**src/rtl/framebuffer_alpha_blend_macros.svh**
```systemverilog
// Assertion helpers used by the framebuffer_alpha_blend top level.
// Each macro expects clk_i and rst_ni in scope.
`ifndef FRAMEBUFFER_ALPHA_BLEND_MACROS_SVH
`define FRAMEBUFFER_ALPHA_BLEND_MACROS_SVH

// The property must hold at every clock edge out of reset.
`define FAB_ASSERT(label, prop, msg) \
  label: assert property (@(posedge clk_i) disable iff (!rst_ni) (prop)) \
    else $error(msg);

// The condition must never be true at a clock edge out of reset.
`define FAB_ASSERT_NEVER(label, cond, msg) \
  label: assert property (@(posedge clk_i) disable iff (!rst_ni) !(cond)) \
    else $error(msg);

`endif

```
**src/rtl/fab_pkg.sv**
```systemverilog
package fab_pkg;

  localparam int MAX_WIDTH_DEF  = 256;
  localparam int MAX_HEIGHT_DEF = 256;

  // Holds frame dimensions up to 4096 and any non-negative coordinate.
  localparam int CMP_W = 13;

  localparam int CFG_W     = 9;
  localparam int CFG_IDX_W = 1;
  localparam logic [CFG_IDX_W-1:0] CFG_FRAME_WIDTH  = 1'd0;
  localparam logic [CFG_IDX_W-1:0] CFG_FRAME_HEIGHT = 1'd1;
  localparam logic [CFG_W-1:0]     FRAME_DIM_RESET  = 9'd256;

  localparam int OP_W = 2;
  localparam logic [OP_W-1:0] OP_WRITE = 2'd0;
  localparam logic [OP_W-1:0] OP_READ  = 2'd1;
  localparam logic [OP_W-1:0] OP_BLEND = 2'd2;
  localparam logic [OP_W-1:0] OP_CLEAR = 2'd3;

  localparam logic [7:0] CH_MAX = 8'hFF;

  // Result queue between the pipeline and the output port.
  localparam int OUT_DEPTH = 4;
  localparam int OUT_PTR_W = 2;
  localparam int OUT_CNT_W = 3;

  typedef struct packed {
    logic              start;
    logic [CMP_W-1:0]  width;
    logic [CMP_W-1:0]  height;
    logic [31:0]       color;
  } clr_cmd_t;

  // Exact floor(v/255) for any v up to 255*255.
  function automatic logic [7:0] div255(input logic [15:0] v);
    logic [16:0] s;
    s = 17'(v) + 17'd1 + 17'(v >> 8);
    return s[15:8];
  endfunction

endpackage

```
**src/rtl/fab_blend.sv**
```systemverilog
module fab_blend import fab_pkg::*; (
  input  logic [31:0] dst_i,
  input  logic [31:0] src_i,
  input  logic [7:0]  a2_i,
  output logic [31:0] pixel_o
);

  logic [7:0]  inv_a;
  logic [15:0] mix [3];
  logic [7:0]  chan [3];
  logic [7:0]  dst_a;

  assign inv_a = CH_MAX - a2_i;
  assign dst_a = dst_i[7:0];

  // Red, green and blue sit at bytes 3, 2 and 1; the sum never exceeds 255*255.
  always_comb begin
    for (int c = 0; c < 3; c++) begin
      mix[c]  = 16'(dst_i[8*(3-c) +: 8]) * 16'(inv_a)
              + 16'(src_i[8*(3-c) +: 8]) * 16'(a2_i);
      chan[c] = div255(mix[c]);
    end
  end

  assign pixel_o = {chan[0], chan[1], chan[2], (dst_a > a2_i) ? dst_a : a2_i};

endmodule

```
**config.mk**
```make
export PLATFORM = sky130hd
export DESIGN_NAME = fab_blend
export DESIGN_NICKNAME = d
export VERILOG_FILES = /design/src/rtl/framebuffer_alpha_blend_macros.svh /design/src/rtl/fab_pkg.sv /design/src/rtl/fab_blend.sv
export SDC_FILE = /design/constraint.sdc
export NUM_CORES = 1
export LEC_CHECK = 0
export ABC_AREA = 1
export BUFFER_PORTS_ARGS = -buffer_cell sky130_fd_sc_hd__buf_4
export CAP_MARGIN = 20
export CORE_ASPECT_RATIO = 0.8
export CORE_MARGIN = 3
export CORE_UTILIZATION = 60
export DETAILED_ROUTE_END_ITERATION = 10
export GPL_TIMING_DRIVEN = 0
export PLACE_DENSITY = 0.87
export RECOVER_POWER = 25
export SYNTH_ARGS = -nofsm -noshare
export SYNTH_HDL_FRONTEND = slang
export SYNTH_SLANG_ARGS = --single-unit
```
**constraint.sdc**
```tcl
create_clock -name vclk -period 8.2
set_input_delay 0.82 -clock vclk [all_inputs]
set_output_delay 0.82 -clock vclk [all_outputs]
set_load 0.005 [all_outputs]
```
==> impl_metrics.yaml <==
run_status:
  status: "finished clean"
placement:
  dp_hpwl_um: 38000
  place.gp.congestion: 0.964
  port_buffers: 68
floorplan:
  die_x_um: 188
  core_um2: 25700
  num_rows: 52
  die_h_um: 152
  ios: 104
  initial_core_util_pct: 62.0
  die-area_um2: 28600
layout:
  num_antenna_cells: 0
  nets: 2978
  seq_area_um2: 0
  drive_gt1_share_pct: 8.99
  n_clock_buffer: 0
  area_growth_pct: 9.57
  seq_cells: 0
  fin_util_pct: 67.9
synthesis:
  yosysWarnings: 0
  synthMostInstantiatedCell: "inv_1"
  synth_area_per_cell_um2: 6.87
  synth_top_cell_by_area: "fa_1"
  syn_inst: 2320
  synth_common_cells: "677 x inv_1, 611 x nand2_1, 288 x fa_1, 212 x ha_1, 202 x nor2_1"
  syn_area_um2: 15900
  synthTopCellsByArea: "fa_1 36%, ha_1 17%, inv_1 16%"
  ys_types: 34
  ys_seq_area_share_pct: 0
  synth_top_area_share_pct: 36.2
global_route:
  grt_pass1_vias: 14900
  antenna_found_initial: 0
  grt-ovfl-total: 0
  grt_max_degree: 12
  grt_usage_pct: 31.4
  grt_pass1_wl_um: 71800
detailed_routing:
  dr.pass1.iters: 6
  wl_per_cell_um: 16.3
  drt_iter0_markers: 1453
  drc: 0
  drt_wl_total_um: 45000
  postRouteAntennaNets: 0
  vias_per_cell: 5.45
  num_vias: 15000
worst_hold_path:
  holdPathStages: 4
  min_path_type: "in2out"
critical_path:
  start_kind: "primary input"
  crit_fanout: 6
  crit_required_ns: 7.38
  critical-path-slowest-cell: "fa_1"
  critPathKind: "in2out"
  max_stage_delay_ns: 0.54
  endpoint_kind: "output port"
  cp.arrival_ns: 7.16
timing:
  setup_viol: 0
  max-slew-margin-rel_pct: 37.2
  fmax_mhz: 125
  post-route-period-util_pct: 97.4
  fin_crit_ns: 7.98
  worstMarginPinSlew_ns: 0.933
  hold_viol_final: 0
  drv_slew: 0
  holdWs_ns: 1.99
flow_run:
  cap_violations: 0
==> final cells by class <==
| cell class | instances | area (um2) |
|---|---|---|
| Tap cell | 351 | 439 |
| Buffer | 64 | 404 |
| Timing Repair Buffer | 90 | 714 |
| Multi-Input combinational cell | 1571 | 13300 |
| Fill cell | 2088 | 8240 |
| Inverter | 679 | 2580 |
==> final timing paths <==
check	endpoint	from	slack, ns
setup / recovery	pixel_o[15]	a2_i[1]	0.22
hold / removal	pixel_o[5]	dst_i[5]	1.99
==> logic make-up after synthesis <==
logic type | Yosys count | synth area share (%)
other | 1 | 0.0235
AOI/OAI and AO/OA | 61 | 2.07
xor gates and xnor gates | 36 | 2.33
adders and majority gates | 500 | 52.8
buffers and inverters | 751 | 17.9
and+or+nand+nor | 971 | 24.9
==> metrics by stage <==
step	area [um2]	worst slack, ns	setup TNS [ns]	instances
6_report	17500	0.216	0	2755
4_1_cts	17000	0.00487	0	2739
5_1_grt	17500	-0.0417	-0.0861	2755
3_5_place_dp	16900	-0.716	-14.34	2741
3_3_place_gp	16900	-0.583	-11.39	2741
2_1_floorplan	15900	0.646	0	2322
==> worst max-delay path, delay by kind of cell <==
kind                     cells  cell delay, ns
AO/OA/AOI/OAI                2            0.32
XOR/XNOR                     1            0.15
adder cells (fa/ha/maj)      8            3.72
buffers and inverters        8            0.82
AND/OR/NAND/NOR             12            1.32
==> per-layer routing <==
metal	track usage [%]	wire length, um
met5	0	0
met3	8.00	5760
met2	50.8	20100
met4	8.62	1570
met1	42.5	17600
==> layout by cell type (no fill, tap or decap), drive strengths merged, types with 15 or more instances in the layout <==
| master | netlist | routed |
|---|---|---|
| xnor2 | 21 | 21 |
| a21oi | 44 | 44 |
| fa | 288 | 288 |
| nand2 | 618 | 618 |
| buf | 16 | 108 |
| xor2 | 15 | 15 |
| nand4 | 30 | 30 |
| nor2 | 205 | 205 |
| inv | 679 | 671 |
| ha | 212 | 212 |
| clkbuf | 56 | 46 |
| nand3 | 106 | 106 |
==> timing repair <==
item	in CTS	in global routing
endpoints found under the hold margin	0	0
endpoints found under the setup margin	24	24
resized for setup	44	102
buffers inserted	5	18
hold buffers	0	0
pin swaps	0	6
Power is not shown: default switching activity piles up to over one toggle a cycle in this logic, so the estimate is an artifact.
