`src/rtl/framebuffer_alpha_blend_macros.svh`:
```
// Assertion helpers used by the framebuffer_alpha_blend top level.
// Each macro expects clk_i and rst_ni in scope.
`ifndef FRAMEBUFFER_ALPHA_BLEND_MACROS_SVH
`define FRAMEBUFFER_ALPHA_BLEND_MACROS_SVH

// The property must hold at every clock edge out of reset.
`define FAB_ASSERT(label, prop, msg) \
  label: assert property (@(posedge clk_i) disable iff (!rst_ni) (prop)) \
    else $error(msg);

// The condition must never be true at a clock edge out of reset.
`define FAB_ASSERT_NEVER(label, cond, msg) \
  label: assert property (@(posedge clk_i) disable iff (!rst_ni) !(cond)) \
    else $error(msg);

`endif

```
`src/rtl/fab_pkg.sv`:
```
package fab_pkg;

  localparam int MAX_WIDTH_DEF  = 256;
  localparam int MAX_HEIGHT_DEF = 256;

  // Holds frame dimensions up to 4096 and any non-negative coordinate.
  localparam int CMP_W = 13;

  localparam int CFG_W     = 9;
  localparam int CFG_IDX_W = 1;
  localparam logic [CFG_IDX_W-1:0] CFG_FRAME_WIDTH  = 1'd0;
  localparam logic [CFG_IDX_W-1:0] CFG_FRAME_HEIGHT = 1'd1;
  localparam logic [CFG_W-1:0]     FRAME_DIM_RESET  = 9'd256;

  localparam int OP_W = 2;
  localparam logic [OP_W-1:0] OP_WRITE = 2'd0;
  localparam logic [OP_W-1:0] OP_READ  = 2'd1;
  localparam logic [OP_W-1:0] OP_BLEND = 2'd2;
  localparam logic [OP_W-1:0] OP_CLEAR = 2'd3;

  localparam logic [7:0] CH_MAX = 8'hFF;

  // Result queue between the pipeline and the output port.
  localparam int OUT_DEPTH = 4;
  localparam int OUT_PTR_W = 2;
  localparam int OUT_CNT_W = 3;

  typedef struct packed {
    logic              start;
    logic [CMP_W-1:0]  width;
    logic [CMP_W-1:0]  height;
    logic [31:0]       color;
  } clr_cmd_t;

  // Exact floor(v/255) for any v up to 255*255.
  function automatic logic [7:0] div255(input logic [15:0] v);
    logic [16:0] s;
    s = 17'(v) + 17'd1 + 17'(v >> 8);
    return s[15:8];
  endfunction

endpackage

```
`src/rtl/fab_clear.sv`:
```
module fab_clear import fab_pkg::*; #(
  parameter int MaxWidth  = MAX_WIDTH_DEF,
  parameter int MaxHeight = MAX_HEIGHT_DEF,
  localparam int Depth = MaxWidth * MaxHeight,
  localparam int AddrW = (Depth > 1) ? $clog2(Depth) : 1
) (
  input  logic             clk_i,
  input  logic             rst_ni,
  input  clr_cmd_t         cmd_i,
  output logic             busy_o,
  output logic             we_o,
  output logic [AddrW-1:0] waddr_o,
  output logic [31:0]      wdata_o
);

  logic             busy_q, busy_d;
  logic [CMP_W-1:0] col_q, col_d, row_q, row_d;
  logic [CMP_W-1:0] w_q, w_d, h_q, h_d;
  logic [AddrW-1:0] base_q, base_d;
  logic [31:0]      color_q, color_d;

  always_comb begin
    busy_d  = busy_q;
    col_d   = col_q;
    row_d   = row_q;
    w_d     = w_q;
    h_d     = h_q;
    base_d  = base_q;
    color_d = color_q;
    if (busy_q) begin
      if (col_q == w_q - 1'b1) begin
        col_d = '0;
        if (row_q == h_q - 1'b1) begin
          busy_d = 1'b0;
        end else begin
          row_d  = row_q + 1'b1;
          base_d = base_q + AddrW'(MaxWidth);
        end
      end else begin
        col_d = col_q + 1'b1;
      end
    end else if (cmd_i.start) begin
      // An empty frame has nothing to fill.
      busy_d  = (cmd_i.width != '0) && (cmd_i.height != '0);
      col_d   = '0;
      row_d   = '0;
      base_d  = '0;
      w_d     = cmd_i.width;
      h_d     = cmd_i.height;
      color_d = cmd_i.color;
    end
  end

  // Reset starts a pass over the whole store that writes zero words.
  always_ff @(posedge clk_i or negedge rst_ni) begin
    if (!rst_ni) begin
      busy_q  <= 1'b1;
      col_q   <= '0;
      row_q   <= '0;
      base_q  <= '0;
      w_q     <= CMP_W'(MaxWidth);
      h_q     <= CMP_W'(MaxHeight);
      color_q <= '0;
    end else begin
      busy_q  <= busy_d;
      col_q   <= col_d;
      row_q   <= row_d;
      base_q  <= base_d;
      w_q     <= w_d;
      h_q     <= h_d;
      color_q <= color_d;
    end
  end

  assign busy_o  = busy_q;
  assign we_o    = busy_q;
  assign waddr_o = base_q + AddrW'(col_q);
  assign wdata_o = color_q;

endmodule

```
`config.mk`:
```
export PLATFORM = sky130hd
export DESIGN_NAME = fab_clear
export DESIGN_NICKNAME = d
export VERILOG_FILES = /design/src/rtl/framebuffer_alpha_blend_macros.svh /design/src/rtl/fab_pkg.sv /design/src/rtl/fab_clear.sv
export SDC_FILE = /design/constraint.sdc
export NUM_CORES = 1
export LEC_CHECK = 0
export BUFFER_PORTS_ARGS = -buffer_cell sky130_fd_sc_hd__buf_2
export CORE_AREA = 2 2 109 111
export CTS_CLUSTER_DIAMETER = 40
export DETAILED_ROUTE_END_ITERATION = 10
export DIE_AREA = 0 0 111 113
export GPL_ROUTABILITY_DRIVEN = 0
export PLACE_DENSITY = 0.69
export SYNTH_ARGS = -nofsm -noshare
export SYNTH_HDL_FRONTEND = slang
export SYNTH_SLANG_ARGS = --single-unit
```
`constraint.sdc`:
```
create_clock -name clk_i -period 3.35 [get_ports clk_i]
set_input_delay 0.1675 -clock clk_i [delete_from_list [all_inputs] [get_ports clk_i]]
set_output_delay 0.1675 -clock clk_i [all_outputs]
set_load 0.1 [all_outputs]
```
==> results of run 1 <==
power groups by stage:
| stage | Clock (mW) | Combinational (mW) | Sequential [mW] |
|---|---|---|---|
| 2_1_floorplan | 0 | 0.393 | 1.41 |
| 3_3_place_gp | 0 | 0.643 | 1.29 |
| 3_5_place_dp | 0 | 0.654 | 1.30 |
| 4_1_cts | 0.983 | 0.658 | 1.28 |
| 5_1_grt | 1.03 | 0.701 | 1.29 |
| 6_report | 0.962 | 0.662 | 1.28 |
area by class of cell:
class,count,area [µm²],area share
multi-input combinational,468,2670,0.426
inverter,10,37.5,0.00599
timing repair buffer,132,776,0.124
clock buffer,10,229,0.0365
clock inverter,6,46.3,0.00739
sequential,93,2330,0.372
tap,143,179,0.0285
cells in the mapped netlist (all sizes together) (2+ instances only):
library cell | n | area [µm²]
nor4b | 6 | 52.6
mux2i | 5 | 50.1
and3 | 11 | 68.8
xnor2 | 17 | 149
or4 | 10 | 75.1
dfstp | 3 | 78.8
or2 | 2 | 12.5
o21ai | 23 | 115
xor2 | 14 | 123
nor2b | 2 | 12.5
a22o | 6 | 52.6
ha | 10 | 125
or3 | 12 | 75.1
dfrtp | 90 | 2250
o211ai | 4 | 30.0
nor2 | 19 | 71.3
nor4 | 6 | 37.5
a21o | 3 | 22.5
buf | 15 | 83.8
or4b | 4 | 43.8
nand2 | 194 | 728
nand3b | 7 | 52.6
mux2 | 2 | 22.5
nand4 | 13 | 81.3
nand2b | 11 | 68.8
nor3 | 14 | 75.1
and2 | 2 | 12.5
inv | 10 | 37.5
and3b | 2 | 17.5
nand3 | 9 | 45.0
o21a | 3 | 22.5
o311ai | 2 | 17.5
o31ai | 10 | 75.1
a31oi | 8 | 50.1
clkbuf | 27 | 101
a21boi | 2 | 18.8
a21oi | 24 | 120
metrics by stage:
step / power [mW] / std cells
after floorplan: 1.80 / 613
after global placement: 1.94 / 835
after detailed placement: 1.95 / 835
after CTS: 2.92 / 855
after global routing: 3.03 / 862
final: 2.91 / 862
logic make-up after synthesis:
family | after synthesis | synth area share
compound gates | 94 | 0.119
fa+ha+maj | 10 | 0.0241
flops | 93 | 0.450
buf+inv | 52 | 0.0430
simple gates | 326 | 0.298
mux | 7 | 0.0140
xor+xnor | 31 | 0.0524
layer usage:
metal  vias to the layer above  global-route usage
li1                       2313                   -
met1                      2222               0.264
met2                       153               0.324
met3                        15              0.0525
met4                         0              0.0508
met5                         -                   0
sequential cells by signal (all words and copies together), names as in the netlist:
signal and cells:
base_q 8, col_q 13, busy_o 1, h_q 13, wdata_o 32, row_q 13
w_q 13
what timing repair did:
item                       4_1_cts  5_1_grt
hold endpoints to repair        41        0
hold buffers                     4        0
setup endpoints to repair        0        6
buffers inserted                 0        5
resized for setup                0        8
cell usage in the layout (no fill, tap or decap), types with 3 or more instances in the layout:
cell type,instances
nand3_1,9
o211ai_1,4
dlygate4sd3_1,4
o31ai_1,10
and3_1,11
clkbuf_16,11
nand2_1,194
o21ai_0,8
nor3_1,13
inv_6,3
xnor2_1,17
a21oi_1,23
nand4_1,13
buf_4,16
or4_1,10
nor4b_1,6
or3_1,12
inv_1,8
buf_2,109
dfrtp_1,90
a21o_1,3
o21a_1,3
o21ai_1,15
mux2i_1,5
xor2_1,14
ha_1,8
a22o_1,6
nor4_1,6
nor2_1,18
dfstp_2,3
nand3b_1,7
nand2b_1,10
a31oi_1,8
final timing paths:
| check | startpoint | endpoint | depth (start not counted) |
|---|---|---|---|
| min in group asynchronous | rst_ni | col_q[4]$_DFFE_PN0P_ | 2 |
| worst min-delay path | cmd_i[14] | wdata_o[14]$_DFFE_PN0P_ | 3 |
| max in group asynchronous | rst_ni | w_q[8]$_DFFE_PN1P_ | 3 |
| worst max register to register | h_q[0]$_DFFE_PN0P_ | base_q[8]$_DFFE_PN0P_ | 12 |
| worst max-delay path | h_q[0]$_DFFE_PN0P_ | base_q[8]$_DFFE_PN0P_ | 12 |
| worst min register to register | wdata_o[14]$_DFFE_PN0P_ | wdata_o[14]$_DFFE_PN0P_ | 2 |
critical path: cells and delay by family, from the launching register on:
family          cells  cell delay (ns)
compound gates      3             0.55
xor+xnor            1             0.09
fa+ha+maj           1             0.21
buf+inv             3             0.42
flops               1             0.39
simple gates        4             1.47
==> flow_summary_export.csv, run 1 <==
group,metric,value,unit
clock_network,insertion_delay,0.35,ns
clock_network,cts_sinks,93,
global_routing,grt_first_pass_wirelength,20400,µm
timing,period_share,0.969,
synthesis,ys.flop_type,"dfrtp_1",
synthesis,syn-cell-area,5180,µm²
detailed_routing,top_layer_used,"met4",
power,p_clk_frac,0.331,
global_routing,grt_use_total,0.198,
synthesis,synth_warnings,0,
power,swShare,0.359,
job,drv_cap,0,
worst_setup_path,cp.arrival,3.48,ns
floorplanning,placementRows,39,
power,combPwrFrac,0.228,
global_routing,grt_pass1_vias,4449,
timing,slew_headroom,0.223,
timing,setup_tns,0,ns
detailed_routing,met2RoutedLength,5940,µm
detailed_routing,dr.pass1.iters,4,
placed_design,dpl_cell_area,5840,µm²
synthesis,syn_inst,613,
outcome,outcome,"complete, no violations",
timing,timing.hold.ws,0.00424,ns
synthesis,syn_area_per_cell,8.46,µm²
global_routing,grt_max_degree,55,
layout,antennaDiodeCount,0,
placed_design,dp_slack,0.0927,ns
worst_setup_path,critical-path-max-stage-delay,0.52,ns
floorplanning,core,11300,µm²
timing,clock_skew,0.0106,ns
placed_design,dp_hpwl,8820,µm
synthesis,synth_edf_count,0,
detailed_routing,ant_nets,0,
synthesis,ys_seq_elements,93,
synthesis,synth_nets,684,
timing,maxSlewViolCount,0,
clock_network,htree_levels,3,
timing,finalCriticalPeriod,3.25,ns
detailed_routing,routed_via_density,5.46,
floorplanning,die_x,111,µm
worst_setup_path,crit_type,"reg -> reg",
layout,final_area,6270,µm²
global_routing,grt-ovfl-total,0,
worst_setup_path,required,3.59,ns
power,ir_drop,262,µV
layout,fillCellCount,1030,
detailed_routing,post_drt_wl_per_cell,14.5,µm
timing,max_freq,308,MHz
placed_design,io_buffers,110,
timing,finalSetupViolations,0,
timing,final-hold-violation-count,0,
floorplanning,die_height,113,µm
layout,postLayoutCoreUtil,0.556,
power,leakage,3.06,nW
worst_setup_path,crit_path_frequent_cell,"nand4_1",
worst_setup_path,endpoint_kind,"flip-flop",
floorplanning,initial_core_util,0.460,
power,p_sw,1.04,mW
global_routing,antenna_found_initial,0,
floorplanning,die-area,12500,µm²
clock_network,cts_tree,"done",
floorplanning,io_pins,111,
detailed_routing,wl_met1,5560,µm
layout,syn2layout_area_growth,20.9,%
detailed_routing,vias,4703,
clock_network,cts_buffers,9,
layout,drive_gt1_frac,0.227,
hold_path,hp-class,"in -> reg",
detailed_routing,route.met3.wl,850,µm
power,p_seq_frac,0.441,
worst_setup_path,crit_chain,"inv_1 > ha_2 > or4b_4 > or4b_1 > a211o_1 > o311ai_1 > nand4_1 > nand4_1 > buf_4 > clkbuf_16 > xnor2_1 > a22o_1",
synthesis,ys_seq_area_frac,0.450,
timing,tightest_slew,1.16,ns
worst_setup_path,startpoint_type,"flip-flop",
worst_setup_path,rrSetupSlack,0.10,ns
power,power.internal,1.86,mW
timing,setup_slack,0.104,ns
layout,fin_nets,785,
power,power.density,464,nW/µm²
worst_setup_path,crit_slowest_cell,"or4b_1",
synthesis,yosys.cell_types.count,54,
detailed_routing,wl,12500,µm
worst_setup_path,cp_max_fo,19,
clock_network,cts_buffer_depth,2,
synthesis,ys_async_sr_fraction,1.00,
clock_network,path_clk_slew,0.07,ns
clock_network,root_buffer,"clkbuf_16",
detailed_routing,drtIter0Drc,236,
detailed_routing,route.detailed.drc,0,
(Power assumes the default switching activity.)
==> run 2: changes to the inputs <==
PLACE_DENSITY = 0.75   (was 0.69)
==> flow_summary_export.csv, run 2 (synthesized netlist as in run 1, its figures left out) <==
group,metric,value,unit
outcome,outcome,"complete, but fails checks",
outcome,violations,"negative hold slack, negative setup slack",
power,power.density,472,nW/µm²
global_routing,grt_use_total,0.197,
detailed_routing,routed_via_density,5.57,
detailed_routing,route.detailed.drc,0,
floorplanning,placementRows,39,
hold_path,hp-class,"in -> async",
layout,syn2layout_area_growth,21.6,%
detailed_routing,vias,4786,
floorplanning,io_pins,111,
clock_network,path_clk_slew,0.06,ns
timing,slew_headroom,0.258,
placed_design,io_buffers,110,
layout,fin_nets,783,
floorplanning,die_height,113,µm
clock_network,cts_buffer_depth,2,
clock_network,root_buffer,"clkbuf_16",
timing,clock_skew,0.0105,ns
layout,antennaDiodeCount,0,
floorplanning,initial_core_util,0.460,
floorplanning,die-area,12500,µm²
global_routing,grt_pass1_vias,4664,
layout,layout_commonest_cell,"nand2_1",
global_routing,antenna_found_initial,0,
timing,maxSlewViolCount,0,
global_routing,grt-ovfl-total,0,
detailed_routing,post_drt_wl_per_cell,14.7,µm
clock_network,insertion_delay,0.34,ns
floorplanning,core,11300,µm²
worst_setup_path,required,3.61,ns
placed_design,dpl_cell_area,5820,µm²
timing,tightest_slew,1.11,ns
timing,max_freq,297,MHz
clock_network,cts_buffers,9,
power,ir_drop,334,µV
layout,drive_gt1_frac,0.236,
layout,mostFrequentLayoutCells,"nand2_1 (194), buf_2 (109), dfrtp_1 (90), a21oi_1 (21), nor2_1 (18)",
detailed_routing,dr.pass1.iters,5,
worst_setup_path,cp.arrival,3.62,ns
power,leakage,3.09,nW
global_routing,grt_first_pass_wirelength,20600,µm
worst_setup_path,endpoint_kind,"flip-flop",
worst_setup_path,crit_type,"reg -> reg",
timing,period_share,1.00,
clock_network,hold_buffers,0,
clock_network,htree_levels,3,
layout,largest_reg_flops,32,
detailed_routing,ant_nets,0,
timing,rsz0062_at_grt,"true",
timing,finalCriticalPeriod,3.36,ns
job,drv_cap,0,
detailed_routing,drtIter0Drc,242,
floorplanning,die_x,111,µm
clock_network,cts_tree,"done",
layout,final_area,6300,µm²
clock_network,cts_sinks,93,
timing,final-hold-violation-count,1,
placed_design,dp_hpwl,8600,µm
worst_setup_path,cp_max_fo,5,
detailed_routing,wl,12700,µm
global_routing,grt_max_degree,82,
timing,setup_slack,-0.0123,ns
layout,postLayoutCoreUtil,0.559,
timing,timing.hold.ws,-0.00158,ns
timing,finalSetupViolations,2,
worst_setup_path,startpoint_type,"flip-flop",
## run 2: changes by cell type in the layout (fill, tap and decap cells not counted), moves of 2 or more
cell           before  now
a21oi_2             1    3
a21oi_1            23   21
inv_6               3    1
clkinvlp_4          2    0
dlygate4sd3_1       4    0
## run 2: area by class of cell
| class | instances | area [µm²] |
|---|---|---|
| clock buffers | 11 | 243 |
| multi-input cells | 468 | 2690 |
| well taps | 143 | 179 |
| fillers | 1002 | 4970 |
| flip-flops and latches | 93 | 2330 |
| clock inverters | 5 | 57.6 |
| repair buffers | 130 | 768 |
| inverters | 10 | 37.5 |
## run 2: worst max-delay path, stage by stage, from the launching register on
cell and delay [ns]:
dfrtp_1 0.41, inv_2 0.10, ha_4 0.14, or4b_4 0.49, or4b_1 0.48, nand3_1 0.09
o211ai_1 0.10, a22oi_2 0.28, nand4_1 0.29, buf_4 0.25, clkbuf_16 0.14, or3_1 0.36
a21oi_2 0.13
## run 2: path summary, 6_finish.rpt
kind	endpoint	cells after the start	slack, ns	start
setup reg to reg	row_q[5]$_DFFE_PN0P_	12	-0.01	w_q[1]$_DFFE_PN0P_
hold reg to reg	wdata_o[29]$_DFFE_PN0P_	2	0.47	wdata_o[29]$_DFFE_PN0P_
setup / recovery	row_q[5]$_DFFE_PN0P_	12	-0.01	w_q[1]$_DFFE_PN0P_
hold / removal	wdata_o[21]$_DFFE_PN0P_	1	-0.002	rst_ni
max in group asynchronous	busy_o$_DFF_PN1_	2	2.55	rst_ni
min in group clk_i	wdata_o[0]$_DFFE_PN0P_	3	0.01	cmd_i[0]
## run 2: per-layer routing
| layer | up-vias | part of all wire | track usage |
|---|---|---|---|
| met2 | 172 | 0.48 | 0.344 |
| met3 | 16 | 0.061 | 0.0380 |
| met4 | 0 | 0.016 | 0.0817 |
| met1 | 2293 | 0.44 | 0.242 |
| met5 | - | 0 | 0 |
| li1 | 2305 | - | - |
## run 2: timing repair
action / in CTS / in global routing
endpoints found under the setup margin: 0 / 11
setup buffers: 0 / 8
resized for setup: 0 / 12
## run 2: power breakdown
part           internal, mW  leakage [nW]  switching, mW  total [mW]
combinational         0.163          1.82          0.500       0.663
sequential             1.19          1.12         0.0927        1.28
clock                 0.600         0.150          0.430        1.03
## run 2: stage by stage
stage | power [mW] | TNS, ns | hold slack (ns) | worst slack (ns) | instances
4_1_cts | 2.99 | 0 | 0.00344 | 0.0214 | 849
3_3_place_gp | 1.93 | 0 | 0.355 | 0.123 | 833
3_5_place_dp | 1.95 | 0 | 0.363 | 0.0352 | 833
2_1_floorplan | 1.80 | 0 | -0.128 | 0.203 | 613
5_1_grt | 3.09 | -1.89 | 0.0162 | -0.131 | 860
6_report | 2.98 | -0.0166 | -0.00158 | -0.0123 | 860
